## config.mk

```make
export PLATFORM = sky130hd
export DESIGN_NAME = csv_frame_line_parser
export DESIGN_NICKNAME = d
export VERILOG_FILES = /design/src/rtl/csvfp_pkg.sv /design/src/rtl/csv_frame_line_parser.sv
export SDC_FILE = /design/constraint.sdc
export NUM_CORES = 1
export LEC_CHECK = 0
export ABC_AREA = 1
export BUFFER_PORTS_ARGS = -buffer_cell sky130_fd_sc_hd__buf_2
export CORE_AREA = 2 2 143 285
export CTS_BUF_LIST = sky130_fd_sc_hd__clkbuf_4
export DETAILED_ROUTE_END_ITERATION = 10
export DIE_AREA = 0 0 145 287
export GPL_TIMING_DRIVEN = 0
export PLACE_DENSITY = 0.81
export SLEW_MARGIN = 20
export SYNTH_ARGS = -nofsm -noshare
export SYNTH_HDL_FRONTEND = slang
export SYNTH_SLANG_ARGS = --single-unit
```

## constraint.sdc

```tcl
create_clock -name clock -period 7.35 [get_ports clock]
set_input_delay 0.3675 -clock clock [delete_from_list [all_inputs] [get_ports clock]]
set_output_delay 0.3675 -clock clock [all_outputs]
set_load 0.1 [all_outputs]
```

## src/rtl/csvfp_pkg.sv

```systemverilog
// ----------------------------------------------------------------------------
// CSV frame line parser package
// Request and response types, token phase codes, frame kinds and characters.
// ----------------------------------------------------------------------------
package csvfp_pkg;

   typedef struct packed {
      logic       command;
      logic [7:0] char_byte;
   } req_type;

   typedef struct packed {
      logic        accepted;
      logic [2:0]  frame_kind;
      logic [31:0] value_0;
      logic [31:0] value_1;
      logic [31:0] value_2;
      logic [31:0] value_3;
      logic [31:0] value_4;
      logic [31:0] value_5;
      logic [31:0] value_6;
   } rsp_type;

   typedef enum logic [5:0] {
      PH_BETWEEN = 6'b000001,
      PH_KIND    = 6'b000010,
      PH_LEADWS  = 6'b000100,
      PH_SIGN    = 6'b001000,
      PH_DIGITS  = 6'b010000,
      PH_DEAD    = 6'b100000
   } phase_type;

   localparam logic CMD_DATA = 1'b0;
   localparam logic CMD_EOL  = 1'b1;

   localparam logic [2:0] KIND_T = 3'd0;
   localparam logic [2:0] KIND_D = 3'd1;
   localparam logic [2:0] KIND_H = 3'd2;
   localparam logic [2:0] KIND_A = 3'd3;
   localparam logic [2:0] KIND_S = 3'd4;
   localparam logic [2:0] KIND_P = 3'd5;
   localparam logic [2:0] KIND_R = 3'd6;
   localparam logic [2:0] KIND_B = 3'd7;

   localparam logic [3:0] NEED_T     = 4'd7;
   localparam logic [3:0] NEED_D     = 4'd6;
   localparam logic [3:0] NEED_GROUP = 4'd4;
   localparam logic [3:0] INDEX_MAX  = 4'd15;
   localparam int         NUM_SLOTS  = 7;

   localparam logic [7:0] CHAR_NUL   = 8'h00;
   localparam logic [7:0] CHAR_COMMA = 8'h2C;
   localparam logic [7:0] CHAR_PLUS  = 8'h2B;
   localparam logic [7:0] CHAR_ZERO  = 8'h30;
   localparam logic [7:0] CHAR_NINE  = 8'h39;
   localparam logic [7:0] CHAR_SPACE = 8'h20;
   localparam logic [7:0] CHAR_TAB   = 8'h09;
   localparam logic [7:0] CHAR_CR    = 8'h0D;
   localparam logic [7:0] CHAR_T     = 8'h54;
   localparam logic [7:0] CHAR_D     = 8'h44;
   localparam logic [7:0] CHAR_H     = 8'h48;
   localparam logic [7:0] CHAR_A     = 8'h41;
   localparam logic [7:0] CHAR_S     = 8'h53;
   localparam logic [7:0] CHAR_P     = 8'h50;
   localparam logic [7:0] CHAR_R     = 8'h52;
   localparam logic [7:0] CHAR_B     = 8'h42;

endpackage

```

## src/rtl/csv_frame_line_parser.sv

```systemverilog
// ----------------------------------------------------------------------------
// CSV frame line parser
// Parses one comma separated frame line per end-of-line request.
// ----------------------------------------------------------------------------
// The response is registered: the combinational parse step lies between the
// request register and the response register. Throughput: 1 request per cycle;
// an end-of-line request stalls while a held response waits in its register.
// Reset: synchronous; clears the parse state and both valid flags.
module csv_frame_line_parser #(
   parameter int MAX_LINE = 128
) (
   input  logic               clock,
   input  logic               reset,
   input  logic               req_valid,
   output logic               req_stall,
   input  csvfp_pkg::req_type req_data,
   output logic               rsp_valid,
   input  logic               rsp_stall,
   output csvfp_pkg::rsp_type rsp_data
);

   localparam int LEN_W = $clog2(MAX_LINE + 1);
   localparam logic [LEN_W-1:0] LEN_MAX = LEN_W'(MAX_LINE);

   logic                 stg_valid_ff, stg_valid_in;
   csvfp_pkg::req_type   stg_req_ff;
   logic                 rsp_valid_ff, rsp_valid_in;
   csvfp_pkg::rsp_type   rsp_data_ff, rsp_data_in;

   logic [LEN_W-1:0]     len_ff, len_in;
   logic [3:0]           index_ff, index_in;
   csvfp_pkg::phase_type phase_ff, phase_in;
   logic [2:0]           kind_ff, kind_in;
   logic                 seen_ff, seen_in;
   logic [31:0]          acc_ff, acc_in;
   logic                 err_ff, err_in;
   logic [31:0]          store_ff [csvfp_pkg::NUM_SLOTS];
   logic [31:0]          store_in [csvfp_pkg::NUM_SLOTS];

   logic        advance;
   logic        is_eol;
   logic [7:0]  ch;
   logic [3:0]  need;
   logic [3:0]  digit;
   logic [35:0] prod;
   logic        is_space, is_digit;
   logic        kind_ok;
   logic [2:0]  kind_dec;
   logic        fin_err, fin_store, slot_ok;
   logic [3:0]  slot_full;
   logic [2:0]  slot;
   logic        eol_ok;
   logic [31:0] val [csvfp_pkg::NUM_SLOTS];

   assign is_eol    = (stg_req_ff.command == csvfp_pkg::CMD_EOL);
   assign advance   = stg_valid_ff && (!is_eol || !rsp_valid_ff || !rsp_stall);
   assign req_stall = stg_valid_ff && !advance;
   assign rsp_valid = rsp_valid_ff;
   assign rsp_data  = rsp_data_ff;

   assign ch       = stg_req_ff.char_byte;
   assign digit    = 4'(ch - csvfp_pkg::CHAR_ZERO);
   assign is_digit = (ch inside {[csvfp_pkg::CHAR_ZERO:csvfp_pkg::CHAR_NINE]});
   assign is_space = (ch inside {[csvfp_pkg::CHAR_TAB:csvfp_pkg::CHAR_CR],
                                 csvfp_pkg::CHAR_SPACE});
   assign prod     = {1'b0, acc_ff, 3'b000} + {3'b000, acc_ff, 1'b0} + {32'd0, digit};

   always_comb begin
      case (kind_ff)
         csvfp_pkg::KIND_T: need = csvfp_pkg::NEED_T;
         csvfp_pkg::KIND_D: need = csvfp_pkg::NEED_D;
         default:           need = csvfp_pkg::NEED_GROUP;
      endcase
   end

   always_comb begin
      kind_ok  = 1'b1;
      kind_dec = csvfp_pkg::KIND_T;
      case (ch)
         csvfp_pkg::CHAR_T: kind_dec = csvfp_pkg::KIND_T;
         csvfp_pkg::CHAR_D: kind_dec = csvfp_pkg::KIND_D;
         csvfp_pkg::CHAR_H: kind_dec = csvfp_pkg::KIND_H;
         csvfp_pkg::CHAR_A: kind_dec = csvfp_pkg::KIND_A;
         csvfp_pkg::CHAR_S: kind_dec = csvfp_pkg::KIND_S;
         csvfp_pkg::CHAR_P: kind_dec = csvfp_pkg::KIND_P;
         csvfp_pkg::CHAR_R: kind_dec = csvfp_pkg::KIND_R;
         csvfp_pkg::CHAR_B: kind_dec = csvfp_pkg::KIND_B;
         default:           kind_ok  = 1'b0;
      endcase
   end

   assign fin_err   = (phase_ff == csvfp_pkg::PH_LEADWS) || (phase_ff == csvfp_pkg::PH_SIGN);
   assign fin_store = (phase_ff == csvfp_pkg::PH_DIGITS);
   assign slot_full = index_ff - 4'd2;
   assign slot_ok   = (index_ff >= 4'd2) && (slot_full < 4'(csvfp_pkg::NUM_SLOTS));
   assign slot      = slot_full[2:0];

   always_comb begin
      for (int i = 0; i < csvfp_pkg::NUM_SLOTS; i++) begin
         if (fin_store && slot_ok && (slot == 3'(i))) begin
            val[i] = acc_ff;
         end else begin
            val[i] = store_ff[i];
         end
      end
   end

   assign eol_ok = !err_ff && !fin_err && (len_ff != '0) && (len_ff < LEN_MAX) &&
                   seen_ff && (index_ff >= need + 4'd1);

   always_comb begin
      len_in   = len_ff;
      index_in = index_ff;
      phase_in = phase_ff;
      kind_in  = kind_ff;
      seen_in  = seen_ff;
      acc_in   = acc_ff;
      err_in   = err_ff;
      for (int i = 0; i < csvfp_pkg::NUM_SLOTS; i++) begin
         store_in[i] = store_ff[i];
      end
      rsp_data_in = rsp_data_ff;
      rsp_valid_in = rsp_valid_ff && rsp_stall;

      if (advance && !is_eol) begin
         if (phase_ff != csvfp_pkg::PH_DEAD) begin
            if (ch == csvfp_pkg::CHAR_NUL) begin
               if (fin_err) begin
                  err_in = 1'b1;
               end
               if (fin_store && slot_ok) begin
                  store_in[slot] = acc_ff;
               end
               phase_in = csvfp_pkg::PH_DEAD;
            end else begin
               if (len_ff < LEN_MAX) begin
                  len_in = len_ff + LEN_W'(1);
               end
               if (!err_ff) begin
                  if (ch == csvfp_pkg::CHAR_COMMA) begin
                     if (fin_err) begin
                        err_in = 1'b1;
                     end
                     if (fin_store && slot_ok) begin
                        store_in[slot] = acc_ff;
                     end
                     phase_in = csvfp_pkg::PH_BETWEEN;
                  end else begin
                     case (phase_ff)
                        csvfp_pkg::PH_BETWEEN: begin
                           if (index_ff < csvfp_pkg::INDEX_MAX) begin
                              index_in = index_ff + 4'd1;
                           end
                           if (index_ff == 4'd0) begin
                              if (!kind_ok) begin
                                 err_in = 1'b1;
                              end else begin
                                 kind_in  = kind_dec;
                                 seen_in  = 1'b1;
                                 phase_in = csvfp_pkg::PH_KIND;
                              end
                           end else if (index_ff <= need) begin
                              acc_in   = '0;
                              phase_in = csvfp_pkg::PH_LEADWS;
                              if (is_space) begin
                                 phase_in = csvfp_pkg::PH_LEADWS;
                              end else if (ch == csvfp_pkg::CHAR_PLUS) begin
                                 phase_in = csvfp_pkg::PH_SIGN;
                              end else if (is_digit) begin
                                 acc_in   = {28'd0, digit};
                                 phase_in = csvfp_pkg::PH_DIGITS;
                              end else begin
                                 err_in = 1'b1;
                              end
                           end
                        end
                        csvfp_pkg::PH_KIND: err_in = 1'b1;
                        csvfp_pkg::PH_LEADWS: begin
                           if (is_space) begin
                              phase_in = csvfp_pkg::PH_LEADWS;
                           end else if (ch == csvfp_pkg::CHAR_PLUS) begin
                              phase_in = csvfp_pkg::PH_SIGN;
                           end else if (is_digit) begin
                              acc_in   = {28'd0, digit};
                              phase_in = csvfp_pkg::PH_DIGITS;
                           end else begin
                              err_in = 1'b1;
                           end
                        end
                        csvfp_pkg::PH_SIGN: begin
                           if (is_digit) begin
                              acc_in   = {28'd0, digit};
                              phase_in = csvfp_pkg::PH_DIGITS;
                           end else begin
                              err_in = 1'b1;
                           end
                        end
                        csvfp_pkg::PH_DIGITS: begin
                           if (!is_digit) begin
                              err_in = 1'b1;
                           end else begin
                              acc_in = prod[31:0];
                              if (prod[35:32] != 4'd0) begin
                                 err_in = 1'b1;
                              end
                           end
                        end
                        default: phase_in = phase_ff;
                     endcase
                  end
               end
            end
         end
      end else if (advance && is_eol) begin
         rsp_valid_in = 1'b1;
         rsp_data_in  = '0;
         if (eol_ok) begin
            rsp_data_in.accepted   = 1'b1;
            rsp_data_in.frame_kind = kind_ff;
            rsp_data_in.value_0    = val[0];
            rsp_data_in.value_1    = val[1];
            rsp_data_in.value_2    = val[2];
            rsp_data_in.value_3    = val[3];
            if (need > 4'd4) begin
               rsp_data_in.value_4 = val[4];
               rsp_data_in.value_5 = val[5];
            end
            if (need > 4'd6) begin
               rsp_data_in.value_6 = val[6];
            end
            case (kind_ff)
               csvfp_pkg::KIND_T: begin
                  rsp_data_in.value_5 = {24'd0, val[5][7:0]};
               end
               csvfp_pkg::KIND_D: begin
                  rsp_data_in.value_0 = {16'd0, val[0][15:0]};
                  rsp_data_in.value_1 = {24'd0, val[1][7:0]};
                  rsp_data_in.value_4 = {24'd0, val[4][7:0]};
               end
               default: begin
                  rsp_data_in.value_0 = {24'd0, val[0][7:0]};
                  rsp_data_in.value_3 = {16'd0, val[3][15:0]};
               end
            endcase
         end
         len_in   = '0;
         index_in = '0;
         phase_in = csvfp_pkg::PH_BETWEEN;
         kind_in  = csvfp_pkg::KIND_T;
         seen_in  = 1'b0;
         acc_in   = '0;
         err_in   = 1'b0;
         for (int i = 0; i < csvfp_pkg::NUM_SLOTS; i++) begin
            store_in[i] = '0;
         end
      end
   end

   assign stg_valid_in = req_valid || (stg_valid_ff && !advance);

   always_ff @(posedge clock) begin
      if (reset) begin
         stg_valid_ff <= 1'b0;
         rsp_valid_ff <= 1'b0;
         len_ff       <= '0;
         index_ff     <= '0;
         phase_ff     <= csvfp_pkg::PH_BETWEEN;
         kind_ff      <= csvfp_pkg::KIND_T;
         seen_ff      <= 1'b0;
         acc_ff       <= '0;
         err_ff       <= 1'b0;
         for (int i = 0; i < csvfp_pkg::NUM_SLOTS; i++) begin
            store_ff[i] <= '0;
         end
      end else begin
         stg_valid_ff <= stg_valid_in;
         rsp_valid_ff <= rsp_valid_in;
         len_ff       <= len_in;
         index_ff     <= index_in;
         phase_ff     <= phase_in;
         kind_ff      <= kind_in;
         seen_ff      <= seen_in;
         acc_ff       <= acc_in;
         err_ff       <= err_in;
         for (int i = 0; i < csvfp_pkg::NUM_SLOTS; i++) begin
            store_ff[i] <= store_in[i];
         end
      end
   end

   always_ff @(posedge clock) begin
      if (!req_stall) begin
         stg_req_ff <= req_data;
      end
      rsp_data_ff <= rsp_data_in;
   end

endmodule

```

==> metrics, run 1 <==
RD Place Congestion=1.01; TritonCTS sink count=518; kind of critical path=flop to flop; hpwl dp=61200 um; Mapped Nets=2919; top cells by count, synth=nand2_1 (875), a21oi_1 (489), dfxtp_1 (281); row cnt=103; Multi-input gate area=0.00981 sq mm; crit path to=rsp_data[0]; DR WL/cell=21.3 um; mux cell area share after synthesis=0%; Max Cap Violations=0; Reg2Reg Depth=10; headroom to the max-slew limit=19.6%; IO buf count=241; DIE WIDTH=145 um; number of global-route vias before repair=22083; R2R setup slack=3210 ps; CTS tree=done; cell with the most instances after synthesis=nand2_1; RSZ-0062 raised after global routing=no; Layout Nets=3286; CTS root buffer=clkbuf_4; Setup TNS=0 ps; first-pass GRT wire length=121000 um; DRC=0; prevailing post-synth register cell=dfxtp_1; syn avg cell area=8.45 sq um; Syn Inst Count=2823; grt total ovfl=0; largest net degree at the start of global routing=108; XOR/XNOR share of the synthesized area=0.587%; dpl ws=3310 ps; initial core utilization=60.7%; Post-Syn Area=0.0239 sq mm; status=complete, no violations; #FFs+latches synth=518; fillcell total=3172; Leak=11.2 nW; main combinational cell family by area after synthesis=simple AND/OR/NAND/NOR gates; GRT Overall Usage=38.2%; Worst-Margin Slew=1200 ps; simple-gate share of the synthesized area=19.7%; Hold Fails Final Rpt=0; post-route insts no fill=3814; Reg area=0.0127 sq mm; DIE AREA=0.0416 sq mm; average vias per placed instance=5.85; Max Freq=242 MHz; count of cells along the worst hold path=2; total power draw=0.00556 W; crit path max fanout=10; reg-to-reg startpoint=kind_ff[0]; layout cells sized above 1=15.0%; Final min period=4140 ps; antenna violations before repair=1; total number of vias=22328; CP Launch Type=flop; Clock Pin Slew Worst Setup and Hold Paths=80 ps; placed cells=3591; Max Slew Vio Count=0; Synth top area share=29.8%; Compound-Gate Fraction of Synth Area=16.3%; chip height=287 um; Setup crit end kind=flop; drt total wl=81200 um; Worst VDD drop=0.216 mV; DR iter-0 viols=1965; Worst Setup Slack, final=3210 ps; Yosys cell types=44; Synth area leaders=edfxtp_1 (30%), dfxtp_1 (24%), nand2_1 (14%); Arr. time, crit path=4650 ps; Setup Viol. Count Final=0; Synth Area in Adders=4.42%; clk buf depth=3; Post-synth EDFFs=237; Skew-Pair Late Insertion Delay=890 ps; worst r2r dst=rsp_data[0]; Num CTS Buffers=110; clk_skew=73.2 ps; post-synthesis sequential area ratio=53.4%; Hold Crit Class=primary input to flop; drt pass-1 iters=8; Area growth syn-to-layout=14.9%; ys async rst share=0%; post-route ant nets=0; Worst setup startpoint=kind_ff[0]; Yosys warnings=0; PwrDens=203 mW/mm^2; H-Tree Depth=3; I/O pin total=243; Critical Path RT=7870 ps; total core area=0.0393 sq mm; biggest area consumer among synthesized cells=edfxtp_1; fin crit share=56.3%
[how the worst min path moves through the flow]
stage               slack, ps               to            start
floorplan                 440  store_ff[0][10]  store_ff[0][10]
global placement          450   store_ff[4][4]   store_ff[4][4]
detailed placement        450   store_ff[4][2]   store_ff[4][2]
CTS                       180            ch[1]      req_data[1]
global route              210            ch[3]      req_data[3]
finish                    250            ch[2]      req_data[2]
[where the power goes]
part | switching (W) | internal [W] | leakage (nW)
sequential | 0.0000117 | 0.00302 | 4.82
combinational | 0.000245 | 0.0000478 | 5.49
clock | 0.00115 | 0.00109 | 0.870
[worst max-delay path, stage by stage (launching register included)]
cell and delay (ps):
dfxtp_1 330, nor3_1 520, inv_1 230, ha_1 360, a21oi_1 150, o211ai_1 100, nand2_1 370, inv_1 180
nand2_1 590, clkbuf_1 730, a21oi_1 220
[sequential cells by signal, indices dropped and copies added (netlist names), 3 cells and up]
register	cells
rsp_data	228
store_ff	224
acc_ff	32
phase_ff	6
len_ff	8
kind_ff	3
ch	8
index_ff	4
[what timing repair did]
item,4_1_cts,5_1_grt
hold endpoints to repair,11,0
gates resized for setup,0,0
buffers inserted,0,0
hold buffers,12,0
[per-stage QoR]
step / hold slack (ps) / utilization (%) / instance area, sq um
detailed placement: 452 / 65.6 / 25800
global placement: 446 / 65.4 / 25700
finish: 247 / 69.7 / 27400
floorplan: 438 / - / 23900
CTS: 183 / 69.7 / 27400
global route: 214 / 69.7 / 27400
[area by class of cell]
class                   count  area share (%)
inverters                 192            2.66
clock buffers             162            4.44
clock inverters            46           0.949
diodes                      3          0.0274
multi-input cells        1962            35.8
flip-flops and latches    518            46.5
repair buffers            255            5.04
well taps                 525            2.40
plain buffers             151            2.24
[cells by family (layout without fill, tap and decap cells)]
kind of cell | Yosys count | after routing
AO/OA/AOI/OAI | 702 | 702
XOR/XNOR | 16 | 16
buffers and inverters | 343 | 806
adder cells (fa/ha/maj) | 83 | 83
flip-flops | 518 | 518
AND/OR/NAND/NOR | 1161 | 1161
other | 0 | 3
[routing by layer]
metal / vias to the layer above / global-route usage [%] / part of all wire [%]
met4: 0 / 32.3 / 9.3
met3: 368 / 6.30 / 7.4
met5: - / 0 / 0
li1: 10308 / - / -
met2: 1273 / 70.2 / 52
met1: 10379 / 37.0 / 31
[layout by cell type, fill, tap and decap left out, types with 49 or more instances in the layout]
master    synthesis  routed
buf_2            18     260
nor2_1          151     151
a21oi_1         489     489
inv_1           176     175
clkbuf_4          0     162
edfxtp_1        237     237
nand2_1         875     875
dfxtp_1         281     281
nand3_1          57      57
clkbuf_1        123     123
ha_1             81      81
a211oi_1         49      49
o21ai_0          60      60
Power figures use the tool's default switching activity.
==> run 2: changes to the inputs <==
clock period = 3.9 ns   (was 7.35 ns; I/O delays follow)
==> run 2 against run 1 <==
Fmax increased by 8.5%. Highest routed layer unchanged. Critical path type unchanged. Routed wire length fell by 0.32%. Sequential power grew 88%. Global-route usage up 0.083 points. Register-to-register slack worse by 3100 ps. Utilization grew 0.37 points. Final area increased by 0.52%. Critical path depth is the same. Hold slack worse by 180 ps. Die area unchanged. Cell count about the same.
==> metrics, run 2 (synthesis gave the netlist of run 1 again) <==
status=complete, no violations; Setup TNS=0 ps (unchanged); Max Slew Vio Count=0 (unchanged); DR iter-0 viols=1949 (-0.81%); CTS tree=done; I/O pin total=243 (unchanged); post-route ant nets=0 (unchanged); met1 GRT Util=36.3% (-0.70 points); first-pass GRT wire length=121000 um (+0.60%); headroom to the max-slew limit=13.7% (-5.9 points); Arr. time, crit path=4370 ps (-280 ps); TritonCTS sink count=518 (unchanged); fin crit share=97.7% (+41 points); total core area=0.0393 sq mm (unchanged); Skew-Pair Late Insertion Delay=860 ps (-30 ps); Worst Setup Slack, final=89.1 ps (-3120 ps); Critical Path RT=4450 ps (-3420 ps); Clock Pin Slew Worst Setup and Hold Paths=80 ps (about the same); Area growth syn-to-layout=15.5%; CTS root buffer=clkbuf_4; gr busiest metal=met2; dpl ws=-126 ps (-3430 ps); row cnt=103 (unchanged); number of global-route vias before repair=22311 (+1.0%); RSZ-0062 raised after global routing=yes; PwrDens=385 mW/mm^2 (+90%); grt total ovfl=0 (unchanged); chip height=287 um (unchanged); Leak=11.2 nW (+0.50%); CP Launch Type=flop; initial core utilization=60.7% (unchanged); largest net degree at the start of global routing=40 (-63%); Max Cap Violations=0 (unchanged); Setup crit end kind=flop; total number of vias=22423 (+0.43%); Hold Fails Final Rpt=0 (unchanged); Worst-Margin Slew=1280 ps (+81.5 ps); DIE WIDTH=145 um (unchanged); IO buf count=241 (unchanged); average vias per placed instance=5.87 (+0.35%); M3 GR Usage=6.16% (-0.14 points); Final min period=3810 ps (-325 ps); final core occ=70.1% (+0.37 points); Layout Nets=3291 (+0.15%); Worst VDD drop=0.230 mV (+6.4%); hpwl dp=62000 um (+1.2%); Largest register FFs=228 (unchanged); layout cells sized above 1=15.6% (+0.65 points); antenna violations before repair=2 (+1); drt total wl=80900 um (-0.32%); DRC=0 (unchanged); crit path max fanout=10 (unchanged); clk_skew=68.5 ps (-4.76 ps); Setup Viol. Count Final=0 (unchanged); global routing usage on met2=70.1% (-0.14 points); kind of critical path=flop to flop; Max Freq=262 MHz (+8.5%); Num CTS Buffers=109 (-0.91%); clk buf depth=3 (unchanged); commonest non-fill, non-tap cell in the layout=nand2_1; drt pass-1 iters=8 (unchanged); RD Place Congestion=0.993 (-1.4%); DR WL/cell=21.2 um (-0.40%); most frequent cells in the layout=nand2_1 (874), a21oi_1 (489), dfxtp_1 (280), buf_2 (260), edfxtp_1 (237); H-Tree Depth=3 (unchanged); Hold Crit Class=primary input to flop; GRT Overall Usage=38.3% (+0.083 points); DIE AREA=0.0416 sq mm (unchanged)
run 2: power by group:
part           leakage, nW  switching [W]  total (W)  internal, W
logic                 5.54       0.000479   0.000578    0.0000993
registers             4.80      0.0000232    0.00571      0.00568
clock network        0.895        0.00213    0.00432      0.00218
total                 11.2        0.00264     0.0106      0.00797
run 2: through the flow:
step | hold WS, ps | instances | cell area, sq um | power, W
finish | 67.3 | 3817 | 27600 | 0.0106
global route | 69.1 | 3816 | 27600 | 0.0109
CTS | 22.0 | 3813 | 27500 | 0.0106
detailed placement | 373 | 3595 | 25900 | 0.00638
global placement | 374 | 3589 | 25700 | 0.00637
floorplan | 294 | 2823 | 23900 | 0.00623
run 2: final timing paths:
check,depth (start not counted),slack (ps),start,end
worst max-delay path,10,90,index_ff[1],rsp_data[65]
worst min-delay path,2,70,req_data[8],is_eol
worst max register to register,10,90,index_ff[1],rsp_data[65]
worst min register to register,2,460,store_ff[3][19],store_ff[3][19]
run 2: routing by layer:
layer	share of wire, %	wire [um]
met3	6.9	5600
met5	0	0
met2	52	42300
met1	31	25100
met4	9.8	7950
run 2: repair_timing:
action / in CTS / in global routing
resized for setup: 3 / 16
pin swaps: 0 / 0
hold buffers: 12 / 0
endpoints found under the setup margin: 69 / 70
buffers inserted: 0 / 2
endpoints found under the hold margin: 11 / 0
run 2: area by class of cell:
cell class,count,area [sq um]
antenna,2,5.00
buffer,151,621
clock buffer,176,1320
clock inverter,30,189
fill,3214,11700
inverter,192,732
multi-input combinational,1962,9830
sequential,518,12700
tap,525,657
timing repair buffer,261,1460
run 2: critical path, stage by stage (launching register included):
cell	delay, ps
dfxtp_1	550
inv_1	210
ha_1	450
inv_1	120
nand2_1	70
o21ai_0	80
a21oi_1	150
nand3_2	220
nor3_2	660
clkbuf_1	700
a21oi_1	290
